`config.mk`:
```
export PLATFORM = sky130hd
export DESIGN_NAME = usb_control_endpoint_sequencer_core
export DESIGN_NICKNAME = d
export VERILOG_FILES = /design/src/rtl/ucep_pkg.sv /design/src/rtl/ucep_front.sv /design/src/rtl/ucep_queue.sv /design/src/rtl/ucep_back.sv /design/src/rtl/usb_control_endpoint_sequencer_core.sv
export SDC_FILE = /design/constraint.sdc
export NUM_CORES = 1
export LEC_CHECK = 0
export BUFFER_PORTS_ARGS = -buffer_cell sky130_fd_sc_hd__buf_4
export CAP_MARGIN = 25
export CORE_UTILIZATION = 47
export CTS_CLUSTER_DIAMETER = 40
export DETAILED_ROUTE_END_ITERATION = 10
export GPL_TIMING_DRIVEN = 0
export PLACE_DENSITY_LB_ADDON = 0.1
export SYNTH_ARGS = -nofsm -noshare
export SYNTH_HDL_FRONTEND = slang
export SYNTH_SLANG_ARGS = --single-unit
```
`constraint.sdc`:
```
create_clock -name clk_i -period 12.46 [get_ports clk_i]
set_input_delay 2.492 -clock clk_i [delete_from_list [all_inputs] [get_ports clk_i]]
set_output_delay 2.492 -clock clk_i [all_outputs]
set_load 0.1 [all_outputs]
```
`src/rtl/ucep_pkg.sv`:
```
`timescale 1ns / 1ps

package ucep_pkg;

  // Largest packet of the control endpoint, in bytes.
  localparam int MaxPacket = 64;
  localparam logic [6:0] MaxPktLen = 7'(MaxPacket);

  // Buffer offset of the OUT data buffer after a receive error.
  localparam logic [6:0] OutErrBufOfs = 7'd64;

  // Depth of the queue between the decoder and the sequencer.
  localparam int QDepth = 2;
  localparam int QPtrW = (QDepth > 1) ? $clog2(QDepth) : 1;

  // Buffer event codes.
  localparam logic [2:0] ActSetup    = 3'd0;
  localparam logic [2:0] ActSetupErr = 3'd1;
  localparam logic [2:0] ActOutDone  = 3'd2;
  localparam logic [2:0] ActOutErr   = 3'd3;
  localparam logic [2:0] ActInDone   = 3'd4;

  // Standard requests and descriptor types.
  localparam logic [7:0] ReqSetAddress = 8'd5;
  localparam logic [7:0] ReqGetDesc    = 8'd6;
  localparam logic [7:0] ReqSetConfig  = 8'd9;
  localparam logic [7:0] DescDevice    = 8'd1;
  localparam logic [7:0] DescConfig    = 8'd2;
  localparam logic [7:0] DescString    = 8'd3;

  // Anomaly codes.
  localparam logic [1:0] AnomNone     = 2'd0;
  localparam logic [1:0] AnomData     = 2'd1;
  localparam logic [1:0] AnomNonZlp   = 2'd2;
  localparam logic [1:0] AnomSetupBsy = 2'd3;

  typedef enum logic [2:0] {
    ST_IDLE       = 3'd0,
    ST_DATA_IN    = 3'd1,
    ST_DATA_OUT   = 3'd2,
    ST_STATUS_IN  = 3'd3,
    ST_STATUS_OUT = 3'd4
  } stage_e;

  typedef enum logic [2:0] {
    K_SETUP,
    K_SETUP_ERR,
    K_OUT_DONE,
    K_OUT_ERR,
    K_IN_DONE,
    K_NONE
  } kind_e;

  // Decoded event as it waits in the queue.
  typedef struct packed {
    kind_e       kind;
    logic        dir_in;
    logic        req_ok;
    logic        stall_out;
    logic [15:0] xlen;
    logic        plen_two;
  } cmd_t;

  typedef struct packed {
    logic full;
    logic empty;
  } q_status_t;

  typedef struct packed {
    logic        in_arm;
    logic        in_stall;
    logic [6:0]  in_len;
    logic [15:0] in_src_offset;
    logic        out_arm;
    logic        out_stall;
    logic [6:0]  out_buf_offset;
    logic [6:0]  out_len;
    logic        setup_rearm;
    stage_e      stage;
    logic [1:0]  anomaly;
  } result_t;

endpackage

```
`src/rtl/ucep_front.sv`:
```
`timescale 1ns / 1ps

module ucep_front (
  input  logic               s_tvalid_i,
  output logic               s_tready_o,
  input  logic [63:0]        s_tdata_i,
  input  logic [2:0]         s_tuser_i,
  output logic               push_valid_o,
  input  logic               push_ready_i,
  output ucep_pkg::cmd_t     push_cmd_o
);

  logic        dir_in;
  logic [7:0]  b_request;
  logic [7:0]  desc_type;
  logic [15:0] w_length;
  logic        desc_found;
  logic [15:0] desc_len;
  logic [9:0]  out_pkt_len;
  logic        type_ok;
  logic        req_ok;
  logic        use_desc;

  assign dir_in      = s_tdata_i[0];
  assign b_request   = s_tdata_i[8:1];
  assign desc_type   = s_tdata_i[16:9];
  assign w_length    = s_tdata_i[32:17];
  assign desc_found  = s_tdata_i[33];
  assign desc_len    = s_tdata_i[49:34];
  assign out_pkt_len = s_tdata_i[59:50];

  assign type_ok = (desc_type == ucep_pkg::DescDevice) ||
                   (desc_type == ucep_pkg::DescConfig) ||
                   (desc_type == ucep_pkg::DescString);

  always_comb begin
    req_ok   = 1'b0;
    use_desc = 1'b0;
    unique case (b_request) inside
      ucep_pkg::ReqSetAddress, ucep_pkg::ReqSetConfig: begin
        req_ok = 1'b1;
      end
      ucep_pkg::ReqGetDesc: begin
        req_ok   = type_ok && desc_found;
        use_desc = type_ok && desc_found;
      end
      default: begin
        req_ok = 1'b0;
      end
    endcase
  end

  always_comb begin
    push_cmd_o.dir_in    = dir_in;
    push_cmd_o.req_ok    = req_ok;
    push_cmd_o.stall_out = !dir_in && (w_length != 16'd0);
    push_cmd_o.plen_two  = (out_pkt_len == 10'd2);
    // A found descriptor is cut to the length the host asked for.
    push_cmd_o.xlen      = (use_desc && (desc_len < w_length)) ? desc_len : w_length;
    unique case (s_tuser_i)
      ucep_pkg::ActSetup:    push_cmd_o.kind = ucep_pkg::K_SETUP;
      ucep_pkg::ActSetupErr: push_cmd_o.kind = ucep_pkg::K_SETUP_ERR;
      ucep_pkg::ActOutDone:  push_cmd_o.kind = ucep_pkg::K_OUT_DONE;
      ucep_pkg::ActOutErr:   push_cmd_o.kind = ucep_pkg::K_OUT_ERR;
      ucep_pkg::ActInDone:   push_cmd_o.kind = ucep_pkg::K_IN_DONE;
      default:               push_cmd_o.kind = ucep_pkg::K_NONE;
    endcase
  end

  assign push_valid_o = s_tvalid_i;
  assign s_tready_o   = push_ready_i;

endmodule

```
`src/rtl/ucep_queue.sv`:
```
`timescale 1ns / 1ps

module ucep_queue (
  input  logic                 clk_i,
  input  logic                 rst_ni,
  input  logic                 push_i,
  input  ucep_pkg::cmd_t       push_cmd_i,
  input  logic                 pop_i,
  output ucep_pkg::cmd_t       head_cmd_o,
  output ucep_pkg::q_status_t  status_o
);

  ucep_pkg::cmd_t             entry_q [ucep_pkg::QDepth];
  logic [ucep_pkg::QPtrW-1:0] wr_ptr_q, wr_ptr_d;
  logic [ucep_pkg::QPtrW-1:0] rd_ptr_q, rd_ptr_d;
  logic [ucep_pkg::QPtrW:0]   count_q, count_d;
  logic                       do_push;
  logic                       do_pop;

  localparam logic [ucep_pkg::QPtrW-1:0] LastPtr = ucep_pkg::QPtrW'(ucep_pkg::QDepth - 1);
  localparam logic [ucep_pkg::QPtrW:0]   FullCnt = (ucep_pkg::QPtrW + 1)'(ucep_pkg::QDepth);

  assign status_o.full  = (count_q == FullCnt);
  assign status_o.empty = (count_q == '0);
  assign do_push = push_i && !status_o.full;
  assign do_pop  = pop_i && !status_o.empty;
  assign head_cmd_o = entry_q[rd_ptr_q];

  always_comb begin
    wr_ptr_d = wr_ptr_q;
    rd_ptr_d = rd_ptr_q;
    count_d  = count_q;
    if (do_push) begin
      wr_ptr_d = (wr_ptr_q == LastPtr) ? '0 : wr_ptr_q + 1'b1;
    end
    if (do_pop) begin
      rd_ptr_d = (rd_ptr_q == LastPtr) ? '0 : rd_ptr_q + 1'b1;
    end
    if (do_push && !do_pop) begin
      count_d = count_q + 1'b1;
    end else if (do_pop && !do_push) begin
      count_d = count_q - 1'b1;
    end
  end

  always_ff @(posedge clk_i or negedge rst_ni) begin
    if (!rst_ni) begin
      wr_ptr_q <= '0;
      rd_ptr_q <= '0;
      count_q  <= '0;
    end else begin
      wr_ptr_q <= wr_ptr_d;
      rd_ptr_q <= rd_ptr_d;
      count_q  <= count_d;
    end
  end

  always_ff @(posedge clk_i) begin
    if (do_push) begin
      entry_q[wr_ptr_q] <= push_cmd_i;
    end
  end

endmodule

```
`src/rtl/ucep_back.sv`:
```
`timescale 1ns / 1ps

module ucep_back (
  input  logic                 clk_i,
  input  logic                 rst_ni,
  input  ucep_pkg::cmd_t       head_cmd_i,
  input  ucep_pkg::q_status_t  q_status_i,
  output logic                 pop_o,
  output logic                 res_valid_o,
  input  logic                 res_ready_i,
  output ucep_pkg::result_t    res_o
);

  ucep_pkg::stage_e  stage_q, stage_d;
  logic [15:0]       len_q, len_d;
  logic [15:0]       ofs_q, ofs_d;
  logic              valid_q, valid_d;
  ucep_pkg::result_t res_q, res_d;

  ucep_pkg::stage_e  base_stage;
  logic [15:0]       base_len;
  logic [15:0]       base_ofs;
  logic [15:0]       left;
  logic [6:0]        chunk;
  logic              do_adv;
  logic              is_setup_ok;

  assign pop_o = !q_status_i.empty && (!valid_q || res_ready_i);

  // A setup that is accepted starts its data stage from offset zero.
  assign is_setup_ok = (head_cmd_i.kind == ucep_pkg::K_SETUP) && head_cmd_i.req_ok;
  assign base_stage  = is_setup_ok ? (head_cmd_i.dir_in ? ucep_pkg::ST_DATA_IN
                                                         : ucep_pkg::ST_DATA_OUT)
                                   : stage_q;
  assign base_len = is_setup_ok ? head_cmd_i.xlen : len_q;
  assign base_ofs = is_setup_ok ? 16'd0 : ofs_q;
  assign left     = base_len - base_ofs;
  assign chunk    = (left > 16'(ucep_pkg::MaxPacket)) ? ucep_pkg::MaxPktLen : left[6:0];

  always_comb begin
    res_d   = '0;
    stage_d = stage_q;
    len_d   = len_q;
    ofs_d   = ofs_q;
    do_adv  = 1'b0;

    case (head_cmd_i.kind)
      ucep_pkg::K_SETUP: begin
        res_d.setup_rearm = 1'b1;
        if (stage_q != ucep_pkg::ST_IDLE) begin
          res_d.anomaly = ucep_pkg::AnomSetupBsy;
        end
        len_d = head_cmd_i.xlen;
        ofs_d = 16'd0;
        if (!head_cmd_i.req_ok) begin
          if (head_cmd_i.stall_out) begin
            stage_d         = ucep_pkg::ST_STATUS_OUT;
            res_d.out_arm   = 1'b1;
            res_d.out_stall = 1'b1;
          end else begin
            stage_d        = ucep_pkg::ST_STATUS_IN;
            res_d.in_arm   = 1'b1;
            res_d.in_stall = 1'b1;
          end
        end else begin
          stage_d = base_stage;
          do_adv  = 1'b1;
        end
      end
      ucep_pkg::K_SETUP_ERR: begin
        res_d.setup_rearm = 1'b1;
      end
      ucep_pkg::K_OUT_DONE: begin
        if (stage_q == ucep_pkg::ST_STATUS_OUT) begin
          if (head_cmd_i.plen_two) begin
            stage_d = ucep_pkg::ST_IDLE;
          end else begin
            res_d.anomaly = ucep_pkg::AnomNonZlp;
          end
        end else if (stage_q == ucep_pkg::ST_DATA_OUT) begin
          do_adv = 1'b1;
        end else begin
          res_d.anomaly = ucep_pkg::AnomData;
        end
      end
      ucep_pkg::K_OUT_ERR: begin
        res_d.out_arm        = 1'b1;
        res_d.out_buf_offset = ucep_pkg::OutErrBufOfs;
        res_d.out_len        = ucep_pkg::MaxPktLen;
      end
      ucep_pkg::K_IN_DONE: begin
        if (stage_q == ucep_pkg::ST_STATUS_IN) begin
          stage_d = ucep_pkg::ST_IDLE;
        end else if (stage_q == ucep_pkg::ST_DATA_IN) begin
          do_adv = 1'b1;
        end
      end
      default: begin
      end
    endcase

    if (do_adv) begin
      if (base_stage == ucep_pkg::ST_DATA_IN) begin
        res_d.in_arm        = 1'b1;
        res_d.in_len        = chunk;
        res_d.in_src_offset = base_ofs;
        ofs_d               = base_ofs + 16'(chunk);
        // A short packet ends the data stage; the host then sends the status.
        if (chunk < ucep_pkg::MaxPktLen) begin
          res_d.out_arm = 1'b1;
          stage_d       = ucep_pkg::ST_STATUS_OUT;
        end
      end else if (base_stage == ucep_pkg::ST_DATA_OUT) begin
        if (base_ofs == base_len) begin
          res_d.in_arm = 1'b1;
          stage_d      = ucep_pkg::ST_STATUS_IN;
        end
      end
    end

    res_d.stage = stage_d;

    valid_d = valid_q;
    if (pop_o) begin
      valid_d = 1'b1;
    end else if (res_ready_i) begin
      valid_d = 1'b0;
    end
  end

  always_ff @(posedge clk_i or negedge rst_ni) begin
    if (!rst_ni) begin
      stage_q <= ucep_pkg::ST_IDLE;
      len_q   <= '0;
      ofs_q   <= '0;
      valid_q <= 1'b0;
    end else begin
      valid_q <= valid_d;
      if (pop_o) begin
        stage_q <= stage_d;
        len_q   <= len_d;
        ofs_q   <= ofs_d;
      end
    end
  end

  always_ff @(posedge clk_i) begin
    if (pop_o) begin
      res_q <= res_d;
    end
  end

  assign res_valid_o = valid_q;
  assign res_o       = res_q;

endmodule

```
`src/rtl/usb_control_endpoint_sequencer_core.sv`:
```
`timescale 1ns / 1ps

// Channel  Dir  Handshake                    Payload
// s_axis   in   s_axis_tvalid/s_axis_tready  tdata: request fields, tuser: buffer event
// m_axis   out  m_axis_tvalid/m_axis_tready  tdata: descriptors to arm, stage, anomaly
//
// One item is taken every cycle while the queue is not full; each gives one result
// item, held first in the queue and then in the output register until it is taken.
// The sequencer step (one subtract, compare and add on 16 bits) is combinational.
// Reset clears the stage, transfer length, offset and the queue; no clearing pass.
// While m_axis stalls, the two-entry queue keeps taking items until it fills.

module usb_control_endpoint_sequencer_core (
  input  logic        clk_i,
  input  logic        rst_ni,
  input  logic        s_axis_tvalid,
  output logic        s_axis_tready,
  // dir_in[0], b_request[8:1], desc_type[16:9], w_length[32:17], desc_found[33],
  // desc_len[49:34], out_pkt_len[59:50], zero[63:60]
  input  logic [63:0] s_axis_tdata,
  // action[2:0]
  input  logic [2:0]  s_axis_tuser,
  output logic        m_axis_tvalid,
  input  logic        m_axis_tready,
  // in_arm[0], in_stall[1], in_len[8:2], in_src_offset[24:9], out_arm[25],
  // out_stall[26], out_buf_offset[33:27], out_len[40:34], setup_rearm[41],
  // stage[44:42], anomaly[46:45], zero[47]
  output logic [47:0] m_axis_tdata
);

  logic                push_valid;
  logic                push_ready;
  ucep_pkg::cmd_t      push_cmd;
  ucep_pkg::cmd_t      head_cmd;
  ucep_pkg::q_status_t q_status;
  logic                pop;
  ucep_pkg::result_t   res;

  ucep_front u_front (
    .s_tvalid_i   (s_axis_tvalid),
    .s_tready_o   (s_axis_tready),
    .s_tdata_i    (s_axis_tdata),
    .s_tuser_i    (s_axis_tuser),
    .push_valid_o (push_valid),
    .push_ready_i (push_ready),
    .push_cmd_o   (push_cmd)
  );

  assign push_ready = !q_status.full;

  ucep_queue u_queue (
    .clk_i      (clk_i),
    .rst_ni     (rst_ni),
    .push_i     (push_valid),
    .push_cmd_i (push_cmd),
    .pop_i      (pop),
    .head_cmd_o (head_cmd),
    .status_o   (q_status)
  );

  ucep_back u_back (
    .clk_i       (clk_i),
    .rst_ni      (rst_ni),
    .head_cmd_i  (head_cmd),
    .q_status_i  (q_status),
    .pop_o       (pop),
    .res_valid_o (m_axis_tvalid),
    .res_ready_i (m_axis_tready),
    .res_o       (res)
  );

  assign m_axis_tdata = {1'b0, res.anomaly, res.stage, res.setup_rearm, res.out_len,
                         res.out_buf_offset, res.out_stall, res.out_arm, res.in_src_offset,
                         res.in_len, res.in_stall, res.in_arm};

  // An accepted item is held in the queue at the next edge at the latest.
  a_push_lands: assert property (@(posedge clk_i) disable iff (!rst_ni)
    s_axis_tvalid && s_axis_tready |=> !q_status.empty)
    else $error("accepted item missing from queue");

  // A stalled descriptor carries no length or offset.
  a_stall_zero: assert property (@(posedge clk_i) disable iff (!rst_ni)
    m_axis_tvalid && (res.in_stall || res.out_stall) |->
      (res.in_len == '0) && (res.in_src_offset == '0) &&
      (res.out_len == '0) && (res.out_buf_offset == '0))
    else $error("stalled descriptor with length or offset");

  // No IN packet is longer than the largest packet.
  a_in_len_max: assert property (@(posedge clk_i) disable iff (!rst_ni)
    m_axis_tvalid |-> res.in_len <= ucep_pkg::MaxPktLen)
    else $error("IN length above packet size");

  // Arming IN always belongs to a transfer in progress.
  a_in_not_idle: assert property (@(posedge clk_i) disable iff (!rst_ni)
    m_axis_tvalid && res.in_arm |-> res.stage != ucep_pkg::ST_IDLE)
    else $error("IN armed while idle");

endmodule
```
==> out/qor.yml <==
outcome:
  status: "finished clean"
clocking:
  path_clk_slew_ns: 0.05
  ctsHoldBuffers: 0
  clk-insertion-delay-late_ns: 0.41
  cts-buffers-inserted: 17
  cts_setup_buffers: 0
  h-tree-depth: 4
  post_cts_resized: 0
  cts.sinks: 120
  cts_tree: "yes"
  cts-root-buf: "clkbuf_16"
  cts.path.max_buffers: 2
synthesis:
  synth_top_cell_by_area: "edfxtp_1"
  synth_compound_area_share_pct: 15.2
  netlist_instances: 664
  synth_top_area_share_pct: 34.6
  avgSynthCellArea_um2: 10.5
  yosysSeqAreaShare_pct: 49.0
  synth_top_family_by_area: "compound AO/OA/AOI/OAI gates"
  synth_mux_area_share_pct: 5.78
  synthAdderAreaFrac_pct: 7.24
  yosysUniqueCellTypes: 78
  synth-simple-area-share_pct: 15.2
  syn_area_um2: 6950
  yosysMostFrequentCell: "edfxtp_1"
  synth_common_cells: "80 x edfxtp_1, 77 x nand2_1, 56 x o21ai_0, 52 x nor2_1, 40 x dfrtp_1"
  synth-edff-count: 80
  ys.warnings.count: 0
  synthXorXnorAreaFrac_pct: 2.77
  synth-seq-cells: 120
  netlist_top_cells_area: "edfxtp_1 35%, dfrtp_1 14%, ha_1 6.7%"
  ys_async_sr_fraction_pct: 33.3
  synthFlopType: "edfxtp_1"
floorplan:
  chipHeight_um: 124
  initial_core_util_pct: 48.0
  die_area_um2: 15300
  die_x_um: 124
  rows: 44
  core_area_um2: 14500
  pin_count: 121
worst_setup_path:
  reg2reg_depth: 26
  path_class: "flip-flop to flip-flop"
  end_kind: "flip-flop"
  critPathLaunchType: "flip-flop"
  regToRegEndpoint: "u_back.ofs_q[14]$_DFFE_PN0P_"
  r2r_slack_ns: 4.99
  cp_max_fo: 10
  cp.arrival_ns: 7.82
  required_ns: 12.81
  rr_startpoint: "u_queue.rd_ptr_q$_DFFE_PN0P_"
sta:
  skew_ns: 0.00432
  post-route-period-util_pct: 59.9
  post-route-min-period_ns: 7.47
  tightest_slew_ns: 0.899
  layout_setup_ws_ns: 4.99
  relSlewSlack_pct: 40.0
  setup_viol: 0
  fmax_mhz: 134
  holdWs_ns: 0.478
  fin_tns_setup_ns: 0
  finalHoldViolations: 0
  drv_slew: 0
  rsz0062_at_grt: "no"
placement:
  port_buffers: 103
  dp.cells: 964
  place_ws_ns: 4.93
  dpl.hpwl_mm: 12.3
  place_congestion: 0.901
  place_area_um2: 8010
route:
  vias: 5514
  via_per_inst: 5.53
  antenna_left: 0
  wl_per_cell_um: 16.1
  totalWireLength_mm: 16.0
  dr.first_iter.drc_count: 324
  drc: 0
  dr.pass1.iters: 5
layout:
  fin_cells: 997
  layout.nets: 910
  syn2layout_area_growth_pct: 23.3
  final_area_um2: 8560
  drive_gt1_share_pct: 22.4
  diodes: 0
  fillCellCount: 1252
power_and_ir_drop:
  leakage_nw: 3.72
  power_density_nw_per_um2: 261
  irDropWorstVdd_mv: 0.142
min_path:
  hp-class: "flip-flop to flip-flop"
  hp-start: "u_back.len_q[5]$_DFFE_PN0P_"
  hold_depth: 2
  min_to: "u_back.len_q[5]$_DFFE_PN0P_"
global_route:
  grt_pass1_vias: 5287
  grt_max_degree: 44
  antenna_found_initial: 0
  track_usage_pct: 22.4
  grt_pass1_wl_mm: 25.7
  grt_overflow: 0
job:
  max-cap-violations: 0
-- logic make-up after synthesis --
kind of cell               count (synthesis)
and+or+nand+nor                          215
buffers and inverters                     72
xor gates and xnor gates                  22
muxes                                     38
other                                      1
DFF                                      120
adders and majority gates                 39
AOI/OAI and AO/OA                        157
-- cell usage in the layout, fill, tap and decap left out, types with 9 or more instances in the layout --
cell type    n
buf_4      117
edfxtp_1    80
nand2_1     77
o21ai_0     56
nor2_1      51
dfrtp_1     40
inv_1       38
ha_1        37
a21oi_1     26
mux2i_1     21
clkbuf_1    19
mux2_2      17
clkbuf_16   17
conb_1      13
xnor2_1     12
nor4_1      11
xor2_1      10
nand4_1     10
a21o_1      10
nor3_1       9
-- critical path, cell delays in order, from the launching register on --
cell and delay [ns]:
dfrtp_1 0.38, buf_2 0.28, buf_1 0.51, clkbuf_1 0.61, mux2i_1 0.22, o21ai_0 0.39, ha_1 0.30, buf_2 0.16
a21oi_1 0.17, o211ai_1 0.15, and4_1 0.23, a2111oi_0 0.29, o21ai_0 0.27, nor4_4 0.39, nand3_1 0.34, or3_1 0.45
fa_1 0.41, nor2b_1 0.12, o21ai_0 0.08, nand2b_1 0.11, a21o_1 0.12, a21o_1 0.14, a21oi_1 0.10, or3_1 0.44
or4_1 0.49, o21ai_0 0.10, a22o_1 0.14
-- stage by stage --
step	total power (W)	util, %
after floorplan	0.00153	-
after global placement	0.00177	55.2
after detailed placement	0.00180	55.3
after CTS	0.00224	59.0
after global routing	0.00237	59.1
final	0.00224	59.1
-- worst max-delay path by stage --
stage	from	end	slack, ns	cells past startpoint
after detailed placement	u_queue.rd_ptr_q$_DFFE_PN0P_	u_back.ofs_q[14]$_DFFE_PN0P_	4.93	26
after global routing	u_queue.rd_ptr_q$_DFFE_PN0P_	u_back.ofs_q[14]$_DFFE_PN0P_	4.44	26
after floorplan	u_queue.rd_ptr_q$_DFFE_PN0P_	u_back.ofs_q[14]$_DFFE_PN0P_	6.25	26
after CTS	u_queue.rd_ptr_q$_DFFE_PN0P_	u_back.ofs_q[14]$_DFFE_PN0P_	4.97	26
final	u_queue.rd_ptr_q$_DFFE_PN0P_	u_back.ofs_q[14]$_DFFE_PN0P_	4.99	26
after global placement	u_queue.rd_ptr_q$_DFFE_PN0P_	u_back.ofs_q[14]$_DFFE_PN0P_	5.12	26
-- state kept, by name (all words and copies together) (netlist names) --
register	cells
u_queue.rd_ptr_q	1
u_queue.entry_q	46
u_back.ofs_q	16
u_queue.wr_ptr_q	1
u_back.len_q	16
u_back.res_o	34
u_back.res_valid_o	1
u_back.stage_q	3
u_queue.count_q	2
-- power breakdown --
part / internal (W) / switching [W]
Sequential: 0.000564 / 0.0000496
Combinational: 0.000346 / 0.000841
Clock: 0.000270 / 0.000166
-- final cells by class --
type / count / area, µm² / share of cell area (%)
Timing Repair Buffer: 105 / 816 / 9.53
Clock buffer: 22 / 444 / 5.19
Inverter: 39 / 146 / 1.71
Clock inverter: 10 / 80.1 / 0.935
Sequential cell: 120 / 3400 / 39.7
Tap cell: 184 / 230 / 2.69
Multi-Input combinational cell: 484 / 3260 / 38.1
Buffer: 33 / 181 / 2.12
-- per-layer routing --
layer  track usage [%]  share of wire (%)
met5                 0                  0
met4              9.11                2.3
met3              4.52                5.2
met2              37.6                 49
met1              28.1                 43
(Power assumes the default switching activity.)
